## src/hw/rtl/bts_pkg.sv

```systemverilog
// Shared types and constants of the byte translate / delete / squeeze core.
// No dependencies; every other file of the core imports this package.
`default_nettype none

package bts_pkg;

   // Field widths.
   localparam int BYTE_W      = 8;
   localparam int CSR_INDEX_W = 8;
   localparam int CSR_DATA_W  = 8;

   // Command codes of the request channel.
   localparam logic CMD_DATA        = 1'b0;
   localparam logic CMD_TABLE_WRITE = 1'b1;

   // Control register indexes.
   localparam logic [CSR_INDEX_W-1:0] CSR_DELETE_ENABLE  = 8'd0;
   localparam logic [CSR_INDEX_W-1:0] CSR_SQUEEZE_ENABLE = 8'd1;

   // Queue between the front and the back.
   localparam int QUEUE_DEPTH = 4;
   localparam int QUEUE_PTR_W = 2;
   localparam int QUEUE_CNT_W = 3;

   typedef logic [BYTE_W-1:0] byte_type;

   // Mode bits held in the control registers.
   typedef struct packed {
      logic delete_enable;
      logic squeeze_enable;
   } cfg_type;

   // One surviving byte on its way to the back.
   typedef struct packed {
      byte_type mapped;
      logic     squeeze_mark;
   } queue_entry_type;

   // Fill state of the queue.
   typedef struct packed {
      logic                   not_empty;
      logic [QUEUE_CNT_W-1:0] count;
   } queue_status_type;

endpackage

`default_nettype wire

```

## src/hw/rtl/bts_if.sv

```systemverilog
// Channel interfaces of the byte translate / delete / squeeze core.
// Depends on bts_pkg for field widths.
`default_nettype none

// Request channel: data bytes and table writes.
interface bts_req_if;
   import bts_pkg::*;

   logic     valid;
   logic     ready;
   logic     cmd;
   byte_type byte_value;
   byte_type map_to;
   logic     mark_delete;
   logic     mark_squeeze;

   modport source (output valid, cmd, byte_value, map_to, mark_delete, mark_squeeze,
                   input ready);
   modport sink   (input valid, cmd, byte_value, map_to, mark_delete, mark_squeeze,
                   output ready);
endinterface

// Response channel: emitted bytes.
interface bts_rsp_if;
   import bts_pkg::*;

   logic     valid;
   logic     ready;
   byte_type out_byte;

   modport source (output valid, out_byte, input ready);
   modport sink   (input valid, out_byte, output ready);
endinterface

// Control register write channel.
interface bts_csr_if;
   import bts_pkg::*;

   logic                   valid;
   logic                   ready;
   logic [CSR_INDEX_W-1:0] index;
   logic [CSR_DATA_W-1:0]  data;

   modport source (output valid, index, data, input ready);
   modport sink   (input valid, index, data, output ready);
endinterface

`default_nettype wire

```

## src/hw/rtl/bts_front.sv

```systemverilog
// Front of the core: accepts requests, owns the translation table and both
// set memories, looks bytes up and drops deleted ones. Depends on bts_pkg, bts_if.
`default_nettype none

module bts_front #(
   parameter int SYMBOL_COUNT = 256
) (
   input  wire logic                      clock,
   input  wire logic                      reset,
   bts_req_if.sink                        req_ch,
   input  wire bts_pkg::cfg_type          cfg,
   input  wire bts_pkg::queue_status_type queue_status,
   output logic                           push,
   output bts_pkg::queue_entry_type       push_entry
);
   import bts_pkg::*;

   localparam int IDX_W = (SYMBOL_COUNT > 1) ? $clog2(SYMBOL_COUNT) : 1;
   localparam logic [BYTE_W:0] SYM_LIMIT = (BYTE_W + 1)'(SYMBOL_COUNT);

   typedef struct packed {
      byte_type map_to;
      logic     del_mark;
   } table_word_type;

   // Table memories; an entry never written since reset reads as identity and clear.
   table_word_type table_mem [SYMBOL_COUNT];
   logic           sq_mem    [SYMBOL_COUNT];

   logic [SYMBOL_COUNT-1:0] written_ff, written_in;

   // Lookup stage registers.
   logic           a_valid_ff;
   logic           a_hit_ff;
   byte_type       a_byte_ff;
   table_word_type a_word_ff;

   // Squeeze lookup stage registers.
   logic     b_valid_ff;
   byte_type b_mapped_ff;
   logic     b_del_ff;
   logic     b_sq_hit_ff;
   logic     b_sq_word_ff;

   logic             accept;
   logic             in_range;
   logic [IDX_W-1:0] idx;
   logic             table_wr;
   logic             data_rd;
   byte_type         a_mapped;
   logic             a_del;
   logic             a_sq_in_range;
   logic [IDX_W-1:0] a_sq_idx;
   logic [QUEUE_CNT_W-1:0] pending;

   // Room is reserved in the queue for every byte still in the lookup stages.
   assign pending = queue_status.count + QUEUE_CNT_W'(a_valid_ff) + QUEUE_CNT_W'(b_valid_ff);
   assign req_ch.ready = pending < QUEUE_CNT_W'(QUEUE_DEPTH);

   // Decode the accepted request.
   assign accept   = req_ch.valid && req_ch.ready;
   assign in_range = {1'b0, req_ch.byte_value} < SYM_LIMIT;
   assign idx      = req_ch.byte_value[IDX_W-1:0];
   assign table_wr = accept && (req_ch.cmd == CMD_TABLE_WRITE) && in_range;
   assign data_rd  = accept && (req_ch.cmd == CMD_DATA);

   // Track which table entries hold written contents.
   always_comb begin
      written_in = written_ff;
      if (table_wr) begin
         written_in[idx] = 1'b1;
      end
   end

   // Translation table and delete set: written by table writes, read by data bytes.
   always_ff @(posedge clock) begin
      if (table_wr) begin
         table_mem[idx] <= '{map_to: req_ch.map_to, del_mark: req_ch.mark_delete};
      end
      if (data_rd) begin
         a_word_ff <= table_mem[idx];
         a_byte_ff <= req_ch.byte_value;
         a_hit_ff  <= in_range && written_ff[idx];
      end
   end

   // Translated byte and delete mark out of the lookup stage.
   assign a_mapped      = a_hit_ff ? a_word_ff.map_to : a_byte_ff;
   assign a_del         = a_hit_ff && a_word_ff.del_mark;
   assign a_sq_in_range = {1'b0, a_mapped} < SYM_LIMIT;
   assign a_sq_idx      = a_mapped[IDX_W-1:0];

   // Squeeze set: indexed by the translated byte one stage later.
   always_ff @(posedge clock) begin
      if (table_wr) begin
         sq_mem[idx] <= req_ch.mark_squeeze;
      end
      if (a_valid_ff) begin
         b_sq_word_ff <= sq_mem[a_sq_idx];
         b_sq_hit_ff  <= a_sq_in_range && written_ff[a_sq_idx];
         b_mapped_ff  <= a_mapped;
         b_del_ff     <= a_del;
      end
   end

   // Stage valid bits and entry tracking.
   always_ff @(posedge clock) begin
      if (reset) begin
         written_ff <= '0;
         a_valid_ff <= 1'b0;
         b_valid_ff <= 1'b0;
      end else begin
         written_ff <= written_in;
         a_valid_ff <= data_rd;
         b_valid_ff <= a_valid_ff;
      end
   end

   // Deleted bytes stop here; the rest go into the queue.
   assign push = b_valid_ff && !(cfg.delete_enable && b_del_ff);
   assign push_entry.mapped       = b_mapped_ff;
   assign push_entry.squeeze_mark = b_sq_hit_ff && b_sq_word_ff;

endmodule

`default_nettype wire

```

## src/hw/rtl/bts_queue.sv

```systemverilog
// Small FIFO that decouples the lookup front from the emitting back.
// Depends on bts_pkg.
`default_nettype none

module bts_queue (
   input  wire logic                      clock,
   input  wire logic                      reset,
   input  wire logic                      push,
   input  wire bts_pkg::queue_entry_type  push_entry,
   input  wire logic                      pop,
   output bts_pkg::queue_status_type      status,
   output bts_pkg::queue_entry_type       head
);
   import bts_pkg::*;

   queue_entry_type        slot_ff [QUEUE_DEPTH];
   logic [QUEUE_PTR_W-1:0] wr_ptr_ff, wr_ptr_in;
   logic [QUEUE_PTR_W-1:0] rd_ptr_ff, rd_ptr_in;
   logic [QUEUE_CNT_W-1:0] count_ff,  count_in;

   // Pointer and fill count update.
   always_comb begin
      wr_ptr_in = push ? wr_ptr_ff + QUEUE_PTR_W'(1) : wr_ptr_ff;
      rd_ptr_in = pop  ? rd_ptr_ff + QUEUE_PTR_W'(1) : rd_ptr_ff;
      count_in  = count_ff;
      if (push && !pop) begin
         count_in = count_ff + QUEUE_CNT_W'(1);
      end else if (pop && !push) begin
         count_in = count_ff - QUEUE_CNT_W'(1);
      end
   end

   always_ff @(posedge clock) begin
      if (reset) begin
         wr_ptr_ff <= '0;
         rd_ptr_ff <= '0;
         count_ff  <= '0;
      end else begin
         wr_ptr_ff <= wr_ptr_in;
         rd_ptr_ff <= rd_ptr_in;
         count_ff  <= count_in;
      end
   end

   // Entry storage.
   always_ff @(posedge clock) begin
      if (push) begin
         slot_ff[wr_ptr_ff] <= push_entry;
      end
   end

   assign head             = slot_ff[rd_ptr_ff];
   assign status.not_empty = count_ff != '0;
   assign status.count     = count_ff;

endmodule

`default_nettype wire

```

## src/hw/rtl/bts_back.sv

```systemverilog
// Back of the core: squeezes repeats against the last emitted byte and holds
// the response register. Depends on bts_pkg, bts_if.
`default_nettype none

module bts_back (
   input  wire logic                      clock,
   input  wire logic                      reset,
   input  wire bts_pkg::cfg_type          cfg,
   input  wire bts_pkg::queue_status_type queue_status,
   input  wire bts_pkg::queue_entry_type  head,
   output logic                           pop,
   bts_rsp_if.source                      rsp_ch
);
   import bts_pkg::*;

   byte_type last_ff,       last_in;
   logic     last_valid_ff, last_valid_in;
   logic     out_valid_ff,  out_valid_in;
   byte_type out_byte_ff,   out_byte_in;

   logic drop;
   logic load;

   // A repeat of the last emitted byte that is marked for squeezing is dropped.
   assign drop = cfg.squeeze_enable && last_valid_ff && (last_ff == head.mapped)
                 && head.squeeze_mark;

   // Take the queue head when it is dropped or the response register is free.
   assign pop  = queue_status.not_empty && (drop || !out_valid_ff || rsp_ch.ready);
   assign load = pop && !drop;

   always_comb begin
      last_in       = last_ff;
      last_valid_in = last_valid_ff;
      out_byte_in   = out_byte_ff;
      out_valid_in  = out_valid_ff;
      if (rsp_ch.ready) begin
         out_valid_in = 1'b0;
      end
      if (load) begin
         last_in       = head.mapped;
         last_valid_in = 1'b1;
         out_byte_in   = head.mapped;
         out_valid_in  = 1'b1;
      end
   end

   always_ff @(posedge clock) begin
      if (reset) begin
         last_ff       <= '0;
         last_valid_ff <= 1'b0;
         out_valid_ff  <= 1'b0;
      end else begin
         last_ff       <= last_in;
         last_valid_ff <= last_valid_in;
         out_valid_ff  <= out_valid_in;
      end
   end

   // Response payload needs no reset.
   always_ff @(posedge clock) begin
      out_byte_ff <= out_byte_in;
   end

   assign rsp_ch.valid    = out_valid_ff;
   assign rsp_ch.out_byte = out_byte_ff;

endmodule

`default_nettype wire

```

## src/hw/rtl/byte_translate_delete_squeeze_core.sv

```systemverilog
// Top level of the byte translate / delete / squeeze core: control registers
// and the front, queue and back. Depends on bts_pkg, bts_if, bts_front,
// bts_queue and bts_back.
//
//   Channel  Direction  Carries
//   req_ch   in         cmd, byte_value, map_to, mark_delete, mark_squeeze
//   rsp_ch   out        out_byte
//   csr_ch   in         index, data (bit 0 sets the mode)
//
// One request is taken per clock while req_ch.ready is high; a data byte that
// survives passes through the lookup stage, the squeeze lookup stage, the
// queue slot and the response register on its way to rsp_ch. Table writes
// take effect for the next request. No clearing pass is needed at reset:
// valid bits per table entry make the table read as identity with both sets clear.
// A stalled response fills the four-entry queue; req_ch.ready drops once the
// queue count plus the bytes in the two lookup stages reaches the queue depth.
`default_nettype none

module byte_translate_delete_squeeze_core #(
   parameter int SYMBOL_COUNT = 256
) (
   input  wire logic clock,
   input  wire logic reset,
   bts_req_if.sink   req_ch,
   bts_rsp_if.source rsp_ch,
   bts_csr_if.sink   csr_ch
);
   import bts_pkg::*;

   logic delete_enable_ff,  delete_enable_in;
   logic squeeze_enable_ff, squeeze_enable_in;

   cfg_type          cfg;
   queue_status_type queue_status;
   queue_entry_type  push_entry;
   queue_entry_type  head;
   logic             push;
   logic             pop;

   // Control registers are always ready for a transfer.
   assign csr_ch.ready = 1'b1;

   always_comb begin
      delete_enable_in  = delete_enable_ff;
      squeeze_enable_in = squeeze_enable_ff;
      if (csr_ch.valid) begin
         unique case (csr_ch.index)
            CSR_DELETE_ENABLE:  delete_enable_in  = csr_ch.data[0];
            CSR_SQUEEZE_ENABLE: squeeze_enable_in = csr_ch.data[0];
            default: ;
         endcase
      end
   end

   always_ff @(posedge clock) begin
      if (reset) begin
         delete_enable_ff  <= 1'b0;
         squeeze_enable_ff <= 1'b0;
      end else begin
         delete_enable_ff  <= delete_enable_in;
         squeeze_enable_ff <= squeeze_enable_in;
      end
   end

   assign cfg.delete_enable  = delete_enable_ff;
   assign cfg.squeeze_enable = squeeze_enable_ff;

   bts_front #(
      .SYMBOL_COUNT (SYMBOL_COUNT)
   ) u_front (
      .clock        (clock),
      .reset        (reset),
      .req_ch       (req_ch),
      .cfg          (cfg),
      .queue_status (queue_status),
      .push         (push),
      .push_entry   (push_entry)
   );

   bts_queue u_queue (
      .clock      (clock),
      .reset      (reset),
      .push       (push),
      .push_entry (push_entry),
      .pop        (pop),
      .status     (queue_status),
      .head       (head)
   );

   bts_back u_back (
      .clock        (clock),
      .reset        (reset),
      .cfg          (cfg),
      .queue_status (queue_status),
      .head         (head),
      .pop          (pop),
      .rsp_ch       (rsp_ch)
   );

endmodule

`default_nettype wire
```

## src/flat_wrapper.sv

```systemverilog
// flat-port wrapper written by rule: the top's interface ports become plain ports
module byte_translate_delete_squeeze_core_flat import bts_pkg::*;
#(
   parameter int SYMBOL_COUNT = 256
)
  (clock, reset, req_ch_valid, req_ch_cmd, req_ch_byte_value, req_ch_map_to, req_ch_mark_delete, req_ch_mark_squeeze, req_ch_ready, rsp_ch_valid, rsp_ch_out_byte, rsp_ch_ready, csr_ch_valid, csr_ch_index, csr_ch_data, csr_ch_ready);
  bts_req_if req_ch_i ();
  bts_rsp_if rsp_ch_i ();
  bts_csr_if csr_ch_i ();
  input  wire logic clock;
  input  wire logic reset;
  input wire logic [$bits(req_ch_i.valid)-1:0] req_ch_valid;
  input wire logic [$bits(req_ch_i.cmd)-1:0] req_ch_cmd;
  input wire logic [$bits(req_ch_i.byte_value)-1:0] req_ch_byte_value;
  input wire logic [$bits(req_ch_i.map_to)-1:0] req_ch_map_to;
  input wire logic [$bits(req_ch_i.mark_delete)-1:0] req_ch_mark_delete;
  input wire logic [$bits(req_ch_i.mark_squeeze)-1:0] req_ch_mark_squeeze;
  output wire logic [$bits(req_ch_i.ready)-1:0] req_ch_ready;
  output wire logic [$bits(rsp_ch_i.valid)-1:0] rsp_ch_valid;
  output wire logic [$bits(rsp_ch_i.out_byte)-1:0] rsp_ch_out_byte;
  input wire logic [$bits(rsp_ch_i.ready)-1:0] rsp_ch_ready;
  input wire logic [$bits(csr_ch_i.valid)-1:0] csr_ch_valid;
  input wire logic [$bits(csr_ch_i.index)-1:0] csr_ch_index;
  input wire logic [$bits(csr_ch_i.data)-1:0] csr_ch_data;
  output wire logic [$bits(csr_ch_i.ready)-1:0] csr_ch_ready;
  assign req_ch_i.valid = req_ch_valid;
  assign req_ch_i.cmd = req_ch_cmd;
  assign req_ch_i.byte_value = req_ch_byte_value;
  assign req_ch_i.map_to = req_ch_map_to;
  assign req_ch_i.mark_delete = req_ch_mark_delete;
  assign req_ch_i.mark_squeeze = req_ch_mark_squeeze;
  assign req_ch_ready = req_ch_i.ready;
  assign rsp_ch_valid = rsp_ch_i.valid;
  assign rsp_ch_out_byte = rsp_ch_i.out_byte;
  assign rsp_ch_i.ready = rsp_ch_ready;
  assign csr_ch_i.valid = csr_ch_valid;
  assign csr_ch_i.index = csr_ch_index;
  assign csr_ch_i.data = csr_ch_data;
  assign csr_ch_ready = csr_ch_i.ready;
  byte_translate_delete_squeeze_core #(.SYMBOL_COUNT(SYMBOL_COUNT)) u_core (.clock(clock), .reset(reset), .req_ch(req_ch_i), .rsp_ch(rsp_ch_i), .csr_ch(csr_ch_i));
endmodule
```

## config.mk

```make
export PLATFORM = sky130hd
export DESIGN_NAME = byte_translate_delete_squeeze_core_flat
export DESIGN_NICKNAME = d
export VERILOG_FILES = /design/src/hw/rtl/bts_pkg.sv /design/src/hw/rtl/bts_if.sv /design/src/hw/rtl/bts_front.sv /design/src/hw/rtl/bts_queue.sv /design/src/hw/rtl/bts_back.sv /design/src/hw/rtl/byte_translate_delete_squeeze_core.sv /design/src/flat_wrapper.sv
export SDC_FILE = /design/constraint.sdc
export NUM_CORES = 2
export LEC_CHECK = 0
export ABC_AREA = 0
export BUFFER_PORTS_ARGS = -buffer_cell sky130_fd_sc_hd__buf_4
export CORE_ASPECT_RATIO = 1.1
export CORE_MARGIN = 1.5
export CORE_UTILIZATION = 50
export DETAILED_ROUTE_END_ITERATION = 12
export PLACE_DENSITY = 0.66
export SLEW_MARGIN = 10
export SYNTH_ARGS = -nofsm -noshare
export SYNTH_HDL_FRONTEND = slang
export SYNTH_SLANG_ARGS = --single-unit
export TNS_END_PERCENT = 1
```

## constraint.sdc

```tcl
create_clock -name clock -period 3.7 [get_ports clock]
set_clock_uncertainty 0.05 [all_clocks]
set_input_delay 0.37 -clock clock [delete_from_list [all_inputs] [get_ports clock]]
set_output_delay 0.37 -clock clock [all_outputs]
set_load 0.005 [all_outputs]
```

==> load_flow_metrics.sql <==
INSERT INTO impl_metrics (metric_group, metric, value, unit) VALUES
('grt', 'grt_antenna_before_repair', '9', ''),
('worst_setup_path', 'crit_path_cell_trace', 'mux2i_4 -> buf_12 -> nand2_1 -> nand3_1 -> a21oi_1 -> nor4_1 -> nor4_1 -> buf_4 -> nor4_1 -> buf_4', ''),
('floorplan', 'core_region_area', '228000', 'um^2'),
('yosys', 'synth_cell_types', '62', ''),
('sta', 'rsz_0062_raised_after_global_routing', 'yes', ''),
('grt', 'grt_util_met2', '43.0', '%'),
('power_and_ir_drop', 'report.power.total', '70.1', 'mW'),
('outcome', 'outcome', 'completed', ''),
('sta', 'hold_violations', '0', ''),
('clock_network', 'clock_insertion_delay_worst_skew', '0.96', 'ns'),
('worst_setup_path', 'cp_capture_type', 'flop', ''),
('grt', 'groute.layer.met1.usage', '35.5', '%'),
('grt', 'grt_pass1_vias', '61700', ''),
('sta', 'max-slew-margin-rel', '17.1', '%'),
('worst_setup_path', 'worstPathArrival', '4.41', 'ns'),
('worst_setup_path', 'critical_path_required', '4.43', 'ns'),
('yosys', 'ys_async_sr_fraction', '0', '%'),
('sta', 'final_period_utilization', '99.3', '%'),
('grt', 'grt_first_pass_wirelength', '443000', 'um'),
('finish', 'nets', '6684', ''),
('worst_setup_path', 'cp_common_cell', 'nor4_1', ''),
('power_and_ir_drop', 'vdd_ir_drop_max', '0.537', 'mV'),
('yosys', 'synth-edff-count', '2633', ''),
('grt', 'top_usage_layer', 'met2', ''),
('clock_network', 'cts-root-buf', 'clkbuf_16', ''),
('floorplan', 'initial_utilization', '50.2', '%'),
('yosys', 'synth_ff_type', 'edfxtp_1', ''),
('sta', 'max_clock_freq', '272', 'MHz'),
('routing', 'avgRoutedWirePerCell', '31.5', 'um'),
('worst_setup_path', 'worst_path_max_delay_cell', 'nor4_1', ''),
('flow_run', 'maxCapViolCount', '0', ''),
('clock_network', 'cts-htree-levels', '5', ''),
('yosys', 'yosysSeqAreaShare', '74.0', '%'),
('finish', 'finish.instance_area', '132000', 'um^2'),
('routing', 'drt_drc_violations_left', '0', ''),
('sta', 'max_slew_vio_count', '0', ''),
('sta', 'worst_slew_pin_slew', '1.24', 'ns'),
('worst_setup_path', 'timing.critical_path.slowest_cell_delay', '0.64', 'ns'),
('worst_setup_path', 'criticalPathCategory', 'flop to flop', ''),
('worst_setup_path', 'crit-reg2reg-launch', 'u_core.u_front.a_hit_ff', ''),
('floorplan', 'die_area', '232000', 'um^2'),
('sta', 'setup_violations', '0', ''),
('routing', 'routed_via_density', '6.34', ''),
('placement', 'dpl-instance-area', '123000', 'um^2'),
('yosys', 'syn-num-nets', '6062', ''),
('yosys', 'synth.avg_cell_area', '19.0', 'um^2'),
('clock_network', 'cts_max_path_buffers', '4', ''),
('power_and_ir_drop', 'leakage', '42.9', 'nW'),
('sta', 'final.min_clock_period', '3.67', 'ns'),
('grt', 'global_route.overflow_total', '0', ''),
('clock_network', 'cts.sink_count', '2912', ''),
('floorplan', 'dieWidth', '459', 'um'),
('hold_path', 'min-delay-path-class', 'input pin to flop', ''),
('placement', 'port-buffer-count', '42', ''),
('clock_network', 'cts_post_setup_buffers_inserted', '0', ''),
('clock_network', 'cts_clock_pin_slew_for_the_worst_setup_and_hold_paths', '0.06', 'ns'),
('worst_setup_path', 'crit_start', 'u_core.u_front.a_hit_ff', ''),
('floorplan', 'fp-row-count', '184', ''),
('floorplan', 'ports_placed_on_the_boundary', '51', ''),
('yosys', 'postSynthCellCount', '6015', ''),
('routing', 'dr_total_vias', '62300', ''),
('finish', 'layout-area-overhead-vs-synth', '15.6', '%'),
('power_and_ir_drop', 'power_density', '530', 'nW/um^2'),
('routing', 'drt_first_pass_iters', '8', ''),
('hold_path', 'worstHoldStart', 'req_ch_map_to[4]', ''),
('worst_setup_path', 'critical_path.top_delay_family', 'simple AND/OR/NAND/NOR gates', ''),
('worst_setup_path', 'worst-path-buf-inv', '3', ''),
('placement', 'gp_congestion', '0.889', ''),
('yosys', 'post_synth_instance_area', '114000', 'um^2'),
('finish', 'fraction_of_layout_cells_with_a_size_suffix_above_1', '28.5', '%'),
('grt', 'grt_max_degree', '129', '');
routing by layer:
metal / wire length, um / up-vias
met5: 26 / -
met4: 13600 / 4
met3: 29400 / 599
met2: 150000 / 3282
met1: 117000 / 32800
li1: - / 25600
cell type report:
cell class / count / area [um^2]
inverter: 16 / 70.1
tap: 2976 / 3720
clock buffer: 372 / 7880
clock inverter: 139 / 1260
antenna: 4 / 10.0
fill: 16500 / 95700
multi-input combinational: 2693 / 28200
sequential: 2912 / 84700
timing repair buffer: 717 / 6420
cells by family (layout without fill, tap and decap cells):
| logic type | count (synthesis) | count (layout) | synth area share (%) |
|---|---|---|---|
| DFF | 2912 | 2912 | 74.0 |
| adders and majority gates | 7 | 7 | 0.0831 |
| xor gates and xnor gates | 13 | 13 | 0.0995 |
| buffers and inverters | 410 | 1244 | 1.54 |
| other | 1 | 5 | 0.00328 |
| AOI/OAI and AO/OA | 521 | 521 | 2.73 |
| and+or+nand+nor | 1178 | 1178 | 4.27 |
| muxes | 973 | 973 | 17.3 |
timing repair:
action | 4_1_cts | 5_1_grt
gates resized for setup | 0 | 12
hold buffers | 13 | 0
endpoints found under the setup margin | 0 | 143
hold endpoints to repair | 125 | 0
registers in the layout, indices dropped and copies added (netlist names), 2 cells and up, named ones only:
register / cells
u_core.u_front.a_byte_ff: 8
u_core.u_front.table_mem: 2304
u_core.u_front.b_mapped_ff: 8
u_core.u_front.written_ff: 256
u_core.u_front.sq_mem: 256
u_core.u_queue.count_ff: 3
u_core.u_queue.wr_ptr_ff: 2
u_core.u_front.a_word_ff: 9
u_core.u_back.last_ff: 8
u_core.u_queue.rd_ptr_ff: 2
u_core.u_back.rsp_ch.out_byte: 8
u_core.u_queue.slot_ff: 36
synthesized netlist by cell type, types with 3 or more instances:
master | count | share of area, %
xnor2_1 | 10 | 0.077
o21ai_1 | 4 | 0.017
dfxtp_1 | 279 | 4.9
or3b_2 | 3 | 0.023
mux2_2 | 6 | 0.059
o221ai_1 | 66 | 0.51
a22oi_1 | 30 | 0.20
buf_4 | 22 | 0.14
nand4_1 | 6 | 0.033
mux4_2 | 801 | 16
nand3b_1 | 5 | 0.033
a21oi_1 | 320 | 1.4
a32o_1 | 3 | 0.026
and2_1 | 9 | 0.049
nand3_1 | 162 | 0.71
edfxtp_1 | 2633 | 69
o21ai_0 | 9 | 0.039
buf_6 | 4 | 0.039
ha_1 | 6 | 0.066
buf_2 | 89 | 0.39
clkbuf_1 | 243 | 0.80
nor3_1 | 40 | 0.17
inv_1 | 14 | 0.046
nand2b_1 | 7 | 0.038
mux2i_1 | 166 | 1.5
nor2_1 | 578 | 1.9
o22ai_1 | 7 | 0.038
a31oi_1 | 51 | 0.28
nor2b_1 | 14 | 0.077
or3_1 | 3 | 0.016
xor2_1 | 3 | 0.023
buf_1 | 36 | 0.12
nor4_1 | 21 | 0.11
o211ai_1 | 5 | 0.033
a211o_1 | 3 | 0.023
nand2_1 | 322 | 1.1
layout by cell type, fill, tap and decap left out, types with 11 or more instances in the layout:
cell | synthesis | routed
buf_4 | 22 | 616
edfxtp_1 | 2633 | 2633
clkbuf_1 | 243 | 64
nor2_1 | 578 | 571
dfxtp_1 | 279 | 279
a21oi_1 | 320 | 319
a31oi_1 | 51 | 51
clkinv_2 | 0 | 43
mux2i_1 | 166 | 163
nor4_1 | 21 | 19
a22oi_1 | 30 | 30
nor3_1 | 40 | 35
clkinv_1 | 1 | 58
dlygate4sd3_1 | 0 | 13
o221ai_1 | 66 | 66
nand2_1 | 322 | 305
nand2_2 | 0 | 17
clkbuf_16 | 0 | 303
bufinv_16 | 0 | 23
clkbuf_8 | 0 | 14
buf_12 | 0 | 72
inv_1 | 14 | 12
nand3_1 | 162 | 158
nor2b_1 | 14 | 11
mux4_2 | 801 | 801
path summary, 6_finish.rpt:
path | to | slack, ns | depth (start not counted)
worst max-delay path | u_core.u_front.b_sq_word_ff | 0.03 | 10
worst min register to register | u_core.u_back.last_valid_ff | 0.41 | 2
worst max register to register | u_core.u_front.b_sq_word_ff | 0.03 | 10
worst min-delay path | u_core.u_front.table_mem[252][5] | 0.06 | 1
where the power goes:
group          total [mW]  switching [mW]  internal (mW)
registers            36.2           0.124           36.0
clock network        28.8            12.1           16.7
logic                5.20            3.28           1.92
metrics by stage:
| step | setup TNS, ns | utilization (%) | cells | hold WS (ns) | setup slack, ns |
|---|---|---|---|---|---|
| floorplan | 0 | - | 6015 | 0.376 | 0.447 |
| global placement | -0.307 | 53.9 | 9301 | 0.390 | -0.274 |
| detailed placement | -0.314 | 53.9 | 9301 | 0.402 | -0.275 |
| CTS | 0 | 58.0 | 9825 | 0.0117 | 0.0157 |
| global route | -0.0302 | 58.0 | 9827 | 0.0466 | -0.0122 |
| finish | 0 | 58.0 | 9829 | 0.0556 | 0.0268 |
worst register-to-register path: stages (launching register included):
cell and delay, ns:
edfxtp_1 0.52, mux2i_4 0.41, buf_12 0.56, nand2_1 0.42, nand3_1 0.13, a21oi_1 0.08, nor4_1 0.64, nor4_1 0.10
buf_4 0.21, nor4_1 0.19, buf_4 0.21
Note: power is estimated with default switching activity, not from simulation.
